`config.mk`:
```
export PLATFORM = sky130hd
export DESIGN_NAME = ack_retransmit_tracker
export DESIGN_NICKNAME = d
export VERILOG_FILES = /design/src/art_pkg.sv /design/src/art_ctrl.sv /design/src/art_dpath.sv /design/src/ack_retransmit_tracker.sv
export SDC_FILE = /design/constraint.sdc
export NUM_CORES = 2
export LEC_CHECK = 0
export BUFFER_PORTS_ARGS = -buffer_cell sky130_fd_sc_hd__buf_2
export CAP_MARGIN = 40
export CORE_MARGIN = 2
export CORE_UTILIZATION = 42
export DETAILED_ROUTE_END_ITERATION = 16
export HOLD_SLACK_MARGIN = 0.08
export SYNTH_ARGS = -nofsm -noshare
export SYNTH_HDL_FRONTEND = slang
export SYNTH_SLANG_ARGS = --single-unit
export TNS_END_PERCENT = 10
```
`constraint.sdc`:
```
create_clock -name clk -period 32.1 [get_ports clk]
set_input_delay 0 -clock clk [delete_from_list [all_inputs] [get_ports clk]]
set_output_delay 0 -clock clk [all_outputs]
set_load 0.05 [all_outputs]
```
`src/art_pkg.sv`:
```
// Shared types and codes of the acknowledgement retransmit tracker.
// No dependencies.
`default_nettype none
package art_pkg;
	localparam logic [1:0] ACT_CLEAR = 2'd0;
	localparam logic [1:0] ACT_TRACK = 2'd1;
	localparam logic [1:0] ACT_ACK   = 2'd2;
	localparam logic [1:0] ACT_TICK  = 2'd3;

	localparam logic [3:0] KIND_IDLE    = 4'd0;
	localparam logic [3:0] KIND_TRACKED = 4'd1;
	localparam logic [3:0] KIND_FULL    = 4'd2;
	localparam logic [3:0] KIND_NOTRK   = 4'd3;
	localparam logic [3:0] KIND_ACKED   = 4'd4;
	localparam logic [3:0] KIND_NAK     = 4'd5;
	localparam logic [3:0] KIND_RETX    = 4'd6;
	localparam logic [3:0] KIND_TIMEOUT = 4'd7;
	localparam logic [3:0] KIND_NOMATCH = 4'd8;
	localparam logic [3:0] KIND_CLEARED = 4'd9;

	localparam logic [2:0] REG_OWN_ID   = 3'd0;
	localparam logic [2:0] REG_BCAST    = 3'd1;
	localparam logic [2:0] REG_RT_PORT  = 3'd2;
	localparam logic [2:0] REG_INTERVAL = 3'd3;
	localparam logic [2:0] REG_JITTER   = 3'd4;
	localparam logic [2:0] REG_RETX     = 3'd5;

	localparam int DIV_STEPS = 32;
	localparam logic [47:0] DUE_MAX = 48'hFFFF_FFFF_FFFF;

	typedef struct packed {
		logic [31:0] own_node_id;
		logic [31:0] broadcast_address;
		logic [8:0]  routing_port;
		logic [19:0] retry_interval_ms;
		logic [15:0] jitter_max_ms;
		logic [7:0]  retransmissions;
	} art_cfg_t;

	typedef struct packed {
		logic load;
		logic div_step;
		logic due_calc;
		logic exec;
		logic tick_step;
		logic sum_step;
		logic emit;
	} art_cmd_t;

	typedef struct packed {
		logic is_tick;
		logic emit_last;
	} art_sts_t;
endpackage
`default_nettype wire

```
`src/art_ctrl.sv`:
```
// Sequencer of the retransmit tracker: divide, due time, execute or tick scan, summary scan, emit.
// Depends on art_pkg.
`default_nettype none
module art_ctrl import art_pkg::*; #(
	parameter int PENDING_SLOTS = 8,
	parameter int IW = 3
) (
	input  wire logic          clk,
	input  wire logic          arst_n,
	input  wire logic          start,
	output logic               busy,
	input  wire art_sts_t      sts,
	output art_cmd_t           cmd,
	output logic [IW-1:0]      idx
);
	typedef enum logic [2:0] {S_IDLE, S_DIV, S_DUE, S_EXEC, S_TICK, S_SUM, S_EMIT} state_t;
	state_t state_q;
	logic [6:0] cnt_q;
	localparam logic [6:0] DIV_LAST  = 7'(DIV_STEPS - 1);
	localparam logic [6:0] SCAN_LAST = 7'(PENDING_SLOTS - 1);

	assign busy = (state_q != S_IDLE);
	assign idx  = cnt_q[IW-1:0];

	always_comb begin
		cmd = '0;
		case (state_q)
			S_IDLE: cmd.load = start;
			S_DIV:  cmd.div_step = 1'b1;
			S_DUE:  cmd.due_calc = 1'b1;
			S_EXEC: cmd.exec = 1'b1;
			S_TICK: cmd.tick_step = 1'b1;
			S_SUM:  cmd.sum_step = 1'b1;
			S_EMIT: cmd.emit = 1'b1;
			default: cmd = '0;
		endcase
	end

	always_ff @(posedge clk or negedge arst_n) begin
		if (!arst_n) begin
			state_q <= S_IDLE;
			cnt_q   <= '0;
		end else begin
			case (state_q)
				S_IDLE: if (start) begin
					state_q <= S_DIV;
					cnt_q   <= '0;
				end
				S_DIV: begin
					if (cnt_q == DIV_LAST) begin
						state_q <= S_DUE;
						cnt_q   <= '0;
					end else cnt_q <= cnt_q + 7'd1;
				end
				S_DUE: state_q <= sts.is_tick ? S_TICK : S_EXEC;
				S_EXEC: state_q <= S_SUM;
				S_TICK, S_SUM: begin
					if (cnt_q == SCAN_LAST) begin
						state_q <= (state_q == S_TICK) ? S_SUM : S_EMIT;
						cnt_q   <= '0;
					end else cnt_q <= cnt_q + 7'd1;
				end
				S_EMIT: if (sts.emit_last) state_q <= S_IDLE;
				default: state_q <= S_IDLE;
			endcase
		end
	end
endmodule
`default_nettype wire

```
`src/art_dpath.sv`:
```
// Slot table, jitter remainder unit, summary scan and result registers.
// Depends on art_pkg; driven by art_ctrl commands.
`default_nettype none
module art_dpath import art_pkg::*; #(
	parameter int PENDING_SLOTS = 8,
	parameter int MAX_FRAME = 256,
	parameter int IW = 3
) (
	input  wire logic        clk,
	input  wire logic        arst_n,
	input  wire art_cfg_t    cfg,
	input  wire art_cmd_t    cmd,
	input  wire logic [IW-1:0] idx,
	output art_sts_t         sts,
	input  wire logic [1:0]  action,
	input  wire logic [31:0] packet_id,
	input  wire logic [31:0] dest_addr,
	input  wire logic [8:0]  port_number,
	input  wire logic        ack_requested,
	input  wire logic [8:0]  frame_length,
	input  wire logic [31:0] ack_ref_id,
	input  wire logic        is_nak,
	input  wire logic [47:0] now_ms,
	input  wire logic [31:0] random_value,
	output logic             strobe,
	output logic [3:0]       kind,
	output logic [31:0]      entry_id,
	output logic [31:0]      entry_dest,
	output logic [8:0]       entry_port,
	output logic [2:0]       slot_index,
	output logic [7:0]       attempts_remaining,
	output logic [3:0]       pending_count,
	output logic [47:0]      next_due_ms,
	output logic             next_due_valid,
	output logic             last
);
	localparam int N = PENDING_SLOTS;
	localparam int FW = 13;

	// latched item
	logic [1:0]  act_q;
	logic [31:0] pid_q, dst_q, req_q;
	logic [8:0]  prt_q, flen_q;
	logic        want_q, nak_q;
	logic [47:0] now_q;
	logic [31:0] dvd_q;
	logic [16:0] rem_q;
	logic [47:0] due_q;

	// slot table
	logic [N-1:0]  valid_q, flag_q, to_q;
	logic [31:0]   sid_q  [N];
	logic [31:0]   sdst_q [N];
	logic [8:0]    sprt_q [N];
	logic [47:0]   sdue_q [N];
	logic [7:0]    satt_q [N];

	// single result of non-tick actions
	logic [3:0]  rk_q;
	logic [31:0] rid_q, rdst_q;
	logic [8:0]  rprt_q;
	logic [IW-1:0] rslot_q;
	logic [7:0]  ratt_q;

	// summary
	logic [6:0]  cnt_q;
	logic [47:0] min_q;
	logic        any_q;

	// output registers
	logic        strobe_q, last_q, ndv_q;
	logic [3:0]  kind_q, pc_q;
	logic [31:0] eid_q, edst_q;
	logic [8:0]  eprt_q;
	logic [2:0]  eslot_q;
	logic [7:0]  eatt_q;
	logic [47:0] nd_q;

	// divider step
	logic [16:0] divisor;
	logic [17:0] trial;
	assign divisor = {1'b0, cfg.jitter_max_ms} + 17'd1;
	assign trial   = {rem_q, dvd_q[31]};

	// due time, saturating
	logic [48:0] due_sum;
	assign due_sum = {1'b0, now_q} + 49'({1'b0, cfg.retry_interval_ms} + 21'(rem_q));

	// free slot, ack match and flagged slot search
	logic          free_found, hit_found, ack_ok, reject;
	logic [IW-1:0] free_idx, hit_idx, pick_idx;
	logic          pick_found;
	logic [N-1:0]  rest;
	always_comb begin
		free_found = 1'b0; free_idx = '0;
		hit_found = 1'b0;  hit_idx = '0;
		pick_found = 1'b0; pick_idx = '0;
		for (int i = N - 1; i >= 0; i--) begin
			if (!valid_q[i]) begin
				free_found = 1'b1; free_idx = IW'(i);
			end
			if (valid_q[i] && sid_q[i] == req_q) begin
				hit_found = 1'b1; hit_idx = IW'(i);
			end
			if (flag_q[i]) begin
				pick_found = 1'b1; pick_idx = IW'(i);
			end
		end
		rest = flag_q;
		rest[pick_idx] = 1'b0;
	end
	assign ack_ok = (prt_q == cfg.routing_port) && (dst_q == cfg.own_node_id)
		&& (req_q != 32'd0) && hit_found;
	assign reject = !want_q || pid_q == 32'd0 || dst_q == cfg.broadcast_address
		|| dst_q == cfg.own_node_id || prt_q == cfg.routing_port || flen_q == 9'd0
		|| FW'(flen_q) > FW'(MAX_FRAME);

	assign sts.is_tick   = (act_q == ACT_TICK);
	assign sts.emit_last = (act_q != ACT_TICK) || (rest == '0);

	// control state of the table
	always_ff @(posedge clk or negedge arst_n) begin
		if (!arst_n) begin
			valid_q  <= '0;
			flag_q   <= '0;
			to_q     <= '0;
			strobe_q <= 1'b0;
		end else begin
			strobe_q <= cmd.emit;
			if (cmd.load) begin
				flag_q <= '0;
				to_q   <= '0;
			end
			if (cmd.exec) begin
				case (act_q)
					ACT_CLEAR: valid_q <= '0;
					ACT_TRACK: if (!reject && free_found) valid_q[free_idx] <= 1'b1;
					ACT_ACK:   if (ack_ok) valid_q[hit_idx] <= 1'b0;
					default: ;
				endcase
			end
			if (cmd.tick_step && valid_q[idx] && sdue_q[idx] <= now_q) begin
				flag_q[idx] <= 1'b1;
				if (satt_q[idx] == 8'd0) begin
					to_q[idx]    <= 1'b1;
					valid_q[idx] <= 1'b0;
				end
			end
			if (cmd.emit && pick_found) flag_q[pick_idx] <= 1'b0;
		end
	end

	// payload
	always_ff @(posedge clk) begin
		if (cmd.load) begin
			act_q <= action; pid_q <= packet_id; dst_q <= dest_addr;
			prt_q <= port_number; want_q <= ack_requested; flen_q <= frame_length;
			req_q <= ack_ref_id; nak_q <= is_nak; now_q <= now_ms;
			dvd_q <= random_value; rem_q <= '0;
		end
		if (cmd.div_step) begin
			dvd_q <= {dvd_q[30:0], 1'b0};
			rem_q <= (trial >= {1'b0, divisor}) ? 17'(trial - {1'b0, divisor}) : trial[16:0];
		end
		if (cmd.due_calc) due_q <= due_sum[48] ? DUE_MAX : due_sum[47:0];
		if (cmd.exec) begin
			case (act_q)
				ACT_CLEAR: begin
					rk_q <= KIND_CLEARED; rid_q <= '0; rdst_q <= '0; rprt_q <= '0;
					rslot_q <= '0; ratt_q <= '0;
				end
				ACT_TRACK: begin
					rid_q <= pid_q; rdst_q <= dst_q; rprt_q <= prt_q;
					if (reject || !free_found) begin
						rk_q <= reject ? KIND_NOTRK : KIND_FULL;
						rslot_q <= '0; ratt_q <= '0;
					end else begin
						rk_q <= KIND_TRACKED;
						rslot_q <= free_idx;
						ratt_q <= cfg.retransmissions;
						sid_q[free_idx]  <= pid_q;
						sdst_q[free_idx] <= dst_q;
						sprt_q[free_idx] <= prt_q;
						satt_q[free_idx] <= cfg.retransmissions;
						sdue_q[free_idx] <= due_q;
					end
				end
				ACT_ACK: begin
					rid_q <= req_q;
					if (ack_ok) begin
						rk_q <= nak_q ? KIND_NAK : KIND_ACKED;
						rdst_q <= sdst_q[hit_idx]; rprt_q <= sprt_q[hit_idx];
						rslot_q <= hit_idx; ratt_q <= satt_q[hit_idx];
					end else begin
						rk_q <= KIND_NOMATCH; rdst_q <= '0; rprt_q <= '0;
						rslot_q <= '0; ratt_q <= '0;
					end
				end
				default: begin
					rk_q <= KIND_IDLE; rid_q <= '0; rdst_q <= '0; rprt_q <= '0;
					rslot_q <= '0; ratt_q <= '0;
				end
			endcase
		end
		if (cmd.tick_step && valid_q[idx] && sdue_q[idx] <= now_q
			&& satt_q[idx] != 8'd0) begin
			satt_q[idx] <= satt_q[idx] - 8'd1;
			sdue_q[idx] <= due_q;
		end
		if (cmd.sum_step) begin
			if (idx == '0) begin
				cnt_q <= valid_q[idx] ? 7'd1 : 7'd0;
				min_q <= valid_q[idx] ? sdue_q[idx] : 48'd0;
				any_q <= valid_q[idx];
			end else if (valid_q[idx]) begin
				cnt_q <= cnt_q + 7'd1;
				any_q <= 1'b1;
				if (!any_q || sdue_q[idx] < min_q) min_q <= sdue_q[idx];
			end
		end
		if (cmd.emit) begin
			pc_q  <= cnt_q[3:0];
			nd_q  <= min_q;
			ndv_q <= any_q;
			last_q <= sts.emit_last;
			if (act_q != ACT_TICK) begin
				kind_q <= rk_q; eid_q <= rid_q; edst_q <= rdst_q; eprt_q <= rprt_q;
				eslot_q <= 3'(rslot_q); eatt_q <= ratt_q;
			end else if (pick_found) begin
				kind_q <= to_q[pick_idx] ? KIND_TIMEOUT : KIND_RETX;
				eid_q <= sid_q[pick_idx]; edst_q <= sdst_q[pick_idx];
				eprt_q <= sprt_q[pick_idx]; eslot_q <= 3'(pick_idx);
				eatt_q <= to_q[pick_idx] ? 8'd0 : satt_q[pick_idx];
			end else begin
				kind_q <= KIND_IDLE; eid_q <= '0; edst_q <= '0; eprt_q <= '0;
				eslot_q <= '0; eatt_q <= '0;
			end
		end
	end

	assign strobe = strobe_q;
	assign kind = kind_q;
	assign entry_id = eid_q;
	assign entry_dest = edst_q;
	assign entry_port = eprt_q;
	assign slot_index = eslot_q;
	assign attempts_remaining = eatt_q;
	assign pending_count = pc_q;
	assign next_due_ms = nd_q;
	assign next_due_valid = ndv_q;
	assign last = last_q;
endmodule
`default_nettype wire

```
`src/ack_retransmit_tracker.sv`:
```
// Top level of the acknowledgement retransmit tracker: config registers,
// sequencer and datapath. Depends on art_pkg, art_ctrl, art_dpath.
//
//  channel  | handshake          | payload
//  ---------+--------------------+-----------------------------------------
//  item in  | start & !busy      | action .. random_value
//  result   | strobe (1 cycle)   | kind .. last
//  config   | psel&penable&pwrite| paddr (reg index * 4), pwdata
//
// Every item runs a 32-step remainder of random_value by (jitter_max_ms+1),
// a due-time step, then an execute step (clear/track/ack) or a tick scan
// of all slots, then a summary scan of all slots and one emit step per
// result. busy stays high until the last result is emitted. Each result
// shows on the ports the cycle after its emit cycle. Results appear one
// per cycle and cannot be stalled. Reset empties the table and loads the
// register defaults.
`default_nettype none
module ack_retransmit_tracker import art_pkg::*; #(
	parameter int PENDING_SLOTS = 8,
	parameter int MAX_FRAME = 256
) (
	input  wire logic        clk,
	input  wire logic        arst_n,
	input  wire logic        psel,
	input  wire logic        penable,
	input  wire logic        pwrite,
	input  wire logic [4:0]  paddr,
	input  wire logic [31:0] pwdata,
	output logic [31:0]      prdata,
	output logic             pready,
	input  wire logic        start,
	output logic             busy,
	input  wire logic [1:0]  action,
	input  wire logic [31:0] packet_id,
	input  wire logic [31:0] dest_addr,
	input  wire logic [8:0]  port_number,
	input  wire logic        ack_requested,
	input  wire logic [8:0]  frame_length,
	input  wire logic [31:0] ack_ref_id,
	input  wire logic        is_nak,
	input  wire logic [47:0] now_ms,
	input  wire logic [31:0] random_value,
	output logic             strobe,
	output logic [3:0]       kind,
	output logic [31:0]      entry_id,
	output logic [31:0]      entry_dest,
	output logic [8:0]       entry_port,
	output logic [2:0]       slot_index,
	output logic [7:0]       attempts_remaining,
	output logic [3:0]       pending_count,
	output logic [47:0]      next_due_ms,
	output logic             next_due_valid,
	output logic             last
);
	localparam int IW = (PENDING_SLOTS > 1) ? $clog2(PENDING_SLOTS) : 1;

	art_cfg_t cfg_q;
	art_cmd_t cmd;
	art_sts_t sts;
	logic [IW-1:0] idx;
	logic [2:0] reg_idx;

	assign pready  = 1'b1;
	assign reg_idx = paddr[4:2];

	// register file, written in the APB access phase
	always_ff @(posedge clk or negedge arst_n) begin
		if (!arst_n) begin
			cfg_q.own_node_id       <= 32'd0;
			cfg_q.broadcast_address <= 32'hFFFF_FFFF;
			cfg_q.routing_port      <= 9'd5;
			cfg_q.retry_interval_ms <= 20'd5000;
			cfg_q.jitter_max_ms     <= 16'd0;
			cfg_q.retransmissions   <= 8'd3;
		end else if (psel && penable && pwrite) begin
			case (reg_idx)
				REG_OWN_ID:   cfg_q.own_node_id       <= pwdata;
				REG_BCAST:    cfg_q.broadcast_address <= pwdata;
				REG_RT_PORT:  cfg_q.routing_port      <= pwdata[8:0];
				REG_INTERVAL: cfg_q.retry_interval_ms <= pwdata[19:0];
				REG_JITTER:   cfg_q.jitter_max_ms     <= pwdata[15:0];
				REG_RETX:     cfg_q.retransmissions   <= pwdata[7:0];
				default: ;
			endcase
		end
	end

	always_comb begin
		case (reg_idx)
			REG_OWN_ID:   prdata = cfg_q.own_node_id;
			REG_BCAST:    prdata = cfg_q.broadcast_address;
			REG_RT_PORT:  prdata = 32'(cfg_q.routing_port);
			REG_INTERVAL: prdata = 32'(cfg_q.retry_interval_ms);
			REG_JITTER:   prdata = 32'(cfg_q.jitter_max_ms);
			REG_RETX:     prdata = 32'(cfg_q.retransmissions);
			default:      prdata = 32'd0;
		endcase
	end

	art_ctrl #(.PENDING_SLOTS(PENDING_SLOTS), .IW(IW)) u_ctrl (
		.clk(clk), .arst_n(arst_n), .start(start), .busy(busy),
		.sts(sts), .cmd(cmd), .idx(idx)
	);

	art_dpath #(.PENDING_SLOTS(PENDING_SLOTS), .MAX_FRAME(MAX_FRAME), .IW(IW)) u_dpath (
		.clk(clk), .arst_n(arst_n), .cfg(cfg_q), .cmd(cmd), .idx(idx), .sts(sts),
		.action(action), .packet_id(packet_id), .dest_addr(dest_addr),
		.port_number(port_number), .ack_requested(ack_requested),
		.frame_length(frame_length),
		.ack_ref_id(ack_ref_id), .is_nak(is_nak), .now_ms(now_ms),
		.random_value(random_value), .strobe(strobe), .kind(kind),
		.entry_id(entry_id), .entry_dest(entry_dest), .entry_port(entry_port),
		.slot_index(slot_index), .attempts_remaining(attempts_remaining),
		.pending_count(pending_count), .next_due_ms(next_due_ms),
		.next_due_valid(next_due_valid), .last(last)
	);
endmodule
`default_nettype wire
```
Word-level counts from Yosys, hierarchy flattened:

Memory sizes are Yosys's and may differ from the RTL's.
Cells that the tools add are included.

* flip-flop bits (word level): 701
* RAM bits: 1032
* output and inout port bits: 177
* logic and storage cells: 320
* memories: 5

Memories
* u_dpath.sdue_q: words 8, bits a word 48, read ports 1, clocked after Yosys merged registers in 0, write ports 1, line art_dpath.sv:55 `logic [47:0] sdue_q [N];`
* u_dpath.sdst_q: words 8, bits a word 32, read ports 2, clocked after Yosys merged registers in 0, write ports 1, line art_dpath.sv:53 `logic [31:0] sdst_q [N];`
* u_dpath.sid_q: words 8, bits a word 32, read ports 9, clocked after Yosys merged registers in 0, write ports 1, line art_dpath.sv:52 `logic [31:0] sid_q [N];`
* u_dpath.sprt_q: words 8, bits a word 9, read ports 2, clocked after Yosys merged registers in 0, write ports 1, line art_dpath.sv:54 `logic [8:0] sprt_q [N];`
* u_dpath.satt_q: words 8, bits a word 8, read ports 3, clocked after Yosys merged registers in 0, write ports 1, line art_dpath.sv:56 `logic [7:0] satt_q [N];`

* add/subtract/negate cells: 7
* order comparisons: 12
* equality and inequality tests: 32
* muxes and demuxes: 147
* bitwise logic cells: 10
* reductions and logical operators: 63

Operator list (number)
* $eq A32 B32 Y1: 10
* $mux W48: 5
* $mux W32: 7
* $pmux W32 S6: 1
* $mux W8: 17
* $pmux W32 S2: 2
* $mux W3: 35
* $mux W1: 51
* $mux W17: 3
* $add A48 B49 Y49: 1
* $le A48 B48 Y1: 1
* $lt A48 B48 Y1: 1
* $reduce_or A48 Y1: 1
* $mux W7: 5
* $and A8 B8 Y8: 4
* $logic_not A32 Y1: 1
* $reduce_bool A32 Y1: 1
* $mux W9: 3
* $not A8 Y8: 3
* $or A8 B8 Y8: 3
* $pmux W8 S3: 1
* $logic_and A1 B1 Y1: 22
* $add A20 B17 Y21: 1
* $pmux W7 S3: 1
* other kinds (41): 91

Longest topological paths before layout:

An unclocked memory read counts as a cell.

* word-level depth: 23
* mapped depth: 24
* depth with buffers taken out: 22

Hierarchy:

A second synthesis with hierarchy kept.

* cells, all modules: 5727
* area, all modules: 78001.1 sq um

Modules (own cells, without submodules)
* art_dpath: times used 1, cells each 5277, area an instance 71873.9 sq um, sequential area each 48001.0 sq um
* ack_retransmit_tracker: times used 1, cells each 371, area an instance 5432.7 sq um, sequential area each 2979.1 sq um
* art_ctrl: times used 1, cells each 79, area an instance 694.4 sq um, sequential area each 250.2 sq um

Worst setup path before layout:

Ideal clock, no wire load.

* path kind: register to register
* start point: register u_ctrl.state_q[0]
* end point: register u_dpath.flag_q[4]
* data arrival time: 11.487 ns
* path slack: 20.471 ns
* stages on the path, launching flop included: 6
* path buffers: 2
* clock period less this slack: 11.629 ns
* path through: dfrtp_1 > clkbuf_1 > nor3_1 > and2_1 > buf_1 > a31oi_1

RTL lines
* start, declared: line art_ctrl.sv:17 `state_t state_q;`
* start signal, assigned: line art_ctrl.sv:55 `S_DUE: state_q <= sts.is_tick ? S_TICK : S_EXEC;`
* start signal, assigned: line art_ctrl.sv:59 `state_q <= (state_q == S_TICK) ? S_SUM : S_EMIT;`
* end signal, assigned: line art_dpath.sv:125 `flag_q <= '0;`
* end signal, assigned: line art_dpath.sv:131 `flag_q <= '0;`
* end signal, assigned by index: line art_dpath.sv:143 `flag_q[idx] <= 1'b1;`
* end, declared: line art_dpath.sv:51 `logic [N-1:0] valid_q, flag_q, to_q;`

Worst setup path in the final report:

* start point: register u_ctrl.cnt_q[0]
* end point: memory u_dpath.sdue_q[7][16], enable pin

* word-level cells in the longest chain between the ends: 9

Ends and longest elaborated chain
* start, declared: line art_ctrl.sv:18 `logic [6:0] cnt_q;`
* start signal, assigned: line art_ctrl.sv:53 `end else cnt_q <= cnt_q + 7'd1;`
* start signal, assigned: line art_ctrl.sv:61 `end else cnt_q <= cnt_q + 7'd1;`
* parallel branches: the longest is 9 deep, another holds $mem_v2 Z8 W48
* end, declared: line art_dpath.sv:55

Several ways; the timed one is not identified. The select of a mux whose other input is x is not followed.

==> run_results.csv <==
group,metric,value,unit
outcome,status,"completed",
worst_hold_path,whs_path_depth,3,
clock_tree,clk_latency,0.84,ns
global_routing,antenna_found_initial,11,
clock_tree,cts_made_buffers,185,
sta,relSlewSlack,0.338,
critical_path,crit_fanout,42,
drt,viasPerCell,5.99,
final_layout,fillers,15500,
sta,hold_viol,0,
yosys,synth_compound_area_frac,0.116,
critical_path,required,32.54,ns
drt,drtIter0Drc,6738,
floorplanning,die_w,434,um
clock_tree,cts_tree,"yes",
floorplanning,die_y,434,um
yosys,ys_ff_latch,1730,
floorplanning,ios,418,
yosys,synthAdderAreaFrac,0.0266,
yosys,synth_top_area_frac,0.611,
critical_path,setup.worst_path.end_class,"flip-flop",
critical_path,worst_r2r_path_depth,18,
place,finalWeightedCongestion,0.969,
sta,setup_viol,0,
yosys,syn_area,0.0776,sq mm
final_layout,fin_area,0.0941,sq mm
global_routing,overflow,0,
final_layout,synthToLayoutAreaGrowth,21.3,%
place,post-dp-hpwl,174000,um
power_and_ir_drop,fin_total_pwr,0.00741,W
drt,drcViolationCount,0,
sta,slew_viol_final,0,
worst_hold_path,hp-start,"pwdata[3]",
final_layout,fin_nets,7193,
yosys,synth_top_family_by_area,"compound AO/OA/AOI/OAI gates",
worst_hold_path,hold_end,"cfg_q[88]$_DFFE_PN0P_",
worst_hold_path,hold_path.class,"in2reg",
sta,whs,0.163,ns
clock_tree,cts.htree.levels,4,
sta,grt_setup_unrepaired,"no",
drt,wl,271000,um
clock_tree,postCtsSetupBuffers,0,
critical_path,reg2reg_from,"u_ctrl.cnt_q[0]$_DFFE_PN0P_",
final_layout,ff_latch_area,0.0512,sq mm
clock_tree,cts_root_buf,"clkbuf_16",
sta,timing.setup.tns,0,ns
sta,tightest_slew,0.981,ns
drt,vias,56400,
place,placed_cell_area,0.0833,sq mm
power_and_ir_drop,pwr_density_cell,78.8,mW/mm^2
final_layout,multi_input_area,0.0248,sq mm
clock_tree,clock-sinks,1730,
yosys,yosysSeqAreaShare,0.661,
global_routing,grt_max_degree,104,
sta,period_minus_slack,8.67,ns
global_routing,busiest_layer,"met2",
global_routing,grt_usage,0.282,
yosys,synth_cell_types,84,
sta,finClkSkew,0.0556,ns
drt,dr.pass1.iters,6,
sta,max_freq,0.115,GHz
yosys,synth_warnings,0,
critical_path,start_kind,"flip-flop",
yosys,yosys.area.top_type,"edfxtp_1",
clock_tree,clkTransAtPathRegs,0.06,ns
power_and_ir_drop,max-vdd-ir-drop,48.3,uV
global_routing,use_met1,0.369,
floorplanning,die_area,0.188,sq mm
critical_path,path_class,"reg2reg",
power_and_ir_drop,p_leak,33.4,nW
run,maxCapViolations,0,
critical_path,reg2reg_slack,23.43,ns
yosys,synthMuxAreaShare,0.0254,
yosys,synth_cells,5922,
final_layout,drive_gt1_frac,0.153,
global_routing,grtUsageMet2,0.465,
global_routing,grt_pass1_wl,386000,um
floorplanning,std_cell_rows,157,
yosys,synth.area.top_cells,"edfxtp_1 61%, dfrtp_1 3.6%, a22oi_1 2.6%",
global_routing,grtUsageMet3,0.0441,
yosys,synth_flop_cell,"edfxtp_1",
sta,period_share,0.270,
place,portBuffers,414,
drt,detail-route-antenna-nets,0,
floorplanning,coreArea,0.183,sq mm
yosys,synth-edff-count,1577,
yosys,synth_xor_area_frac,0.0449,
yosys,syn_nets,6326,
floorplanning,start_util,0.423,
yosys,synthArstFlopShare,0.0879,
drt,drt-wirelength-per-cell,28.8,um
critical_path,reg2reg_to,"u_dpath.sdue_q[7][16]$_DFFE_PP_",
critical_path,cp.arrival,9.11,ns
yosys,yosys.area_share.simple,0.101,
global_routing,grt_pass1_vias,55100,
clock_tree,cts_buffer_depth,3,
yosys,syn_avg_cell_area,13.1,sq um
how the worst max path moves through the flow:
| stage | cells after the start | to | slack, ns | startpoint |
|---|---|---|---|---|
| floorplan | 5 | u_dpath.flag_q[4]$_DFF_PN0_ | 20.47 | u_ctrl.state_q[0]$_DFFE_PN0P_ |
| global placement | 18 | u_dpath.sdue_q[7][39]$_DFFE_PP_ | 23.58 | u_ctrl.cnt_q[0]$_DFFE_PN0P_ |
| detailed placement | 18 | u_dpath.sdue_q[7][39]$_DFFE_PP_ | 23.54 | u_ctrl.cnt_q[0]$_DFFE_PN0P_ |
| CTS | 18 | u_dpath.sdue_q[7][44]$_DFFE_PP_ | 23.49 | u_ctrl.cnt_q[0]$_DFFE_PN0P_ |
| global route | 18 | u_dpath.sdue_q[7][44]$_DFFE_PP_ | 23.13 | u_ctrl.cnt_q[0]$_DFFE_PN0P_ |
| finish | 18 | u_dpath.sdue_q[7][16]$_DFFE_PP_ | 23.43 | u_ctrl.cnt_q[0]$_DFFE_PN0P_ |
cell usage in the layout (no fill, tap or decap), drive strengths merged, types with 39 or more instances in the layout:
cell	synthesis	routed
inv	169	178
buf	77	542
xnor2	190	190
mux2	128	128
o21ai	220	220
dlygate4sd3	0	469
a22o	62	62
clkinv	3	86
o22ai	161	161
nand4	157	157
nor3	108	108
dfrtp	111	111
a31oi	97	97
nor2b	69	69
nand3	160	160
ha	160	160
clkbuf	256	222
dfstp	41	41
a21o	80	80
nor4	110	110
xor2	208	208
nand2b	39	39
a22oi	272	272
a21oi	157	157
edfxtp	1577	1577
nand2	514	514
nor2	371	371
o221ai	109	109
layout make-up:
cell class / instances / area share
Tap cell: 2464 / 0.0328
Timing Repair Buffer: 1013 / 0.0885
Clock buffer: 222 / 0.0510
Inverter: 172 / 0.00694
Antenna cell: 3 / 0.0000798
Sequential cell: 1730 / 0.545
Multi-Input combinational cell: 3687 / 0.263
Clock inverter: 121 / 0.0129
metal layers:
layer  share of wire  wire (um)
met1            0.39     106000
met2            0.48     130000
met3           0.081      21900
met4           0.047      12600
met5               0          0
power breakdown:
group	internal, W	switching [W]	total [W]
clock	0.00122	0.000924	0.00215
combinational	0.000781	0.00144	0.00222
sequential	0.00281	0.000239	0.00304
state kept, by name, summed over array words and instances (netlist names), 48 cells and up:
| signal | count |
|---|---|
| u_dpath.next_due_ms | 48 |
| u_dpath.sprt_q | 72 |
| u_dpath.now_q | 48 |
| u_dpath.satt_q | 64 |
| u_dpath.sdst_q | 256 |
| u_dpath.sdue_q | 384 |
| u_dpath.min_q | 48 |
| u_dpath.sid_q | 256 |
| u_dpath.due_q | 48 |
| cfg_q | 117 |
synth_stat cells (14+ instances only):
cell / instances
a211oi_1: 14
a21o_1: 80
a21oi_1: 157
a221oi_1: 20
a22o_1: 62
a22oi_1: 272
a31oi_1: 97
and2_1: 14
and3_1: 20
buf_1: 26
buf_2: 44
clkbuf_1: 256
dfrtp_1: 111
dfstp_2: 41
edfxtp_1: 1577
ha_1: 160
inv_1: 169
mux2_2: 127
mux2i_1: 32
nand2_1: 514
nand2b_1: 38
nand3_1: 160
nand4_1: 157
nor2_1: 371
nor2b_1: 69
nor3_1: 108
nor4_1: 110
o21ai_0: 218
o221ai_1: 109
o22ai_1: 161
or3_1: 16
xnor2_1: 190
xor2_1: 208
critical path, cell delays in order, from the launching register on:
cell       delay [ns]
dfrtp_1          0.53
buf_4            0.30
nor2b_1          0.59
and2_2           0.64
buf_4            0.59
a22oi_1          0.13
nand4_1          0.25
ha_1             0.18
and3_1           0.16
nand3_1          0.10
or3_1            0.53
or4_1            0.68
or4b_4           0.56
nand3b_1         0.11
a2bb2oi_1        0.15
and3_1           0.74
nand2b_4         0.38
o22ai_4          0.76
buf_4            0.75
what timing repair did:
action,CTS,global route
hold endpoints to repair,438,0
setup endpoints to repair,0,0
resized for setup,0,0
hold buffers,470,0
cells by family (layout without fill, tap and decap cells):
| group | after synthesis | count (layout) |
|---|---|---|
| other | 1 | 4 |
| AOI/OAI and AO/OA | 1314 | 1314 |
| adders and majority gates | 163 | 163 |
| buffers and inverters | 505 | 1528 |
| and+or+nand+nor | 1642 | 1642 |
| DFF | 1730 | 1730 |
| muxes | 169 | 169 |
| xor gates and xnor gates | 398 | 398 |
metrics by stage:
stage               std cells   util  worst slack (ns)
global placement         8555  0.450             23.58
detailed placement       8595  0.455             23.54
floorplan                5922      -             20.47
CTS                      9408  0.513             23.49
global route             9410  0.513             23.13
finish                   9412  0.513             23.43
Power figures use the tool's default switching activity.
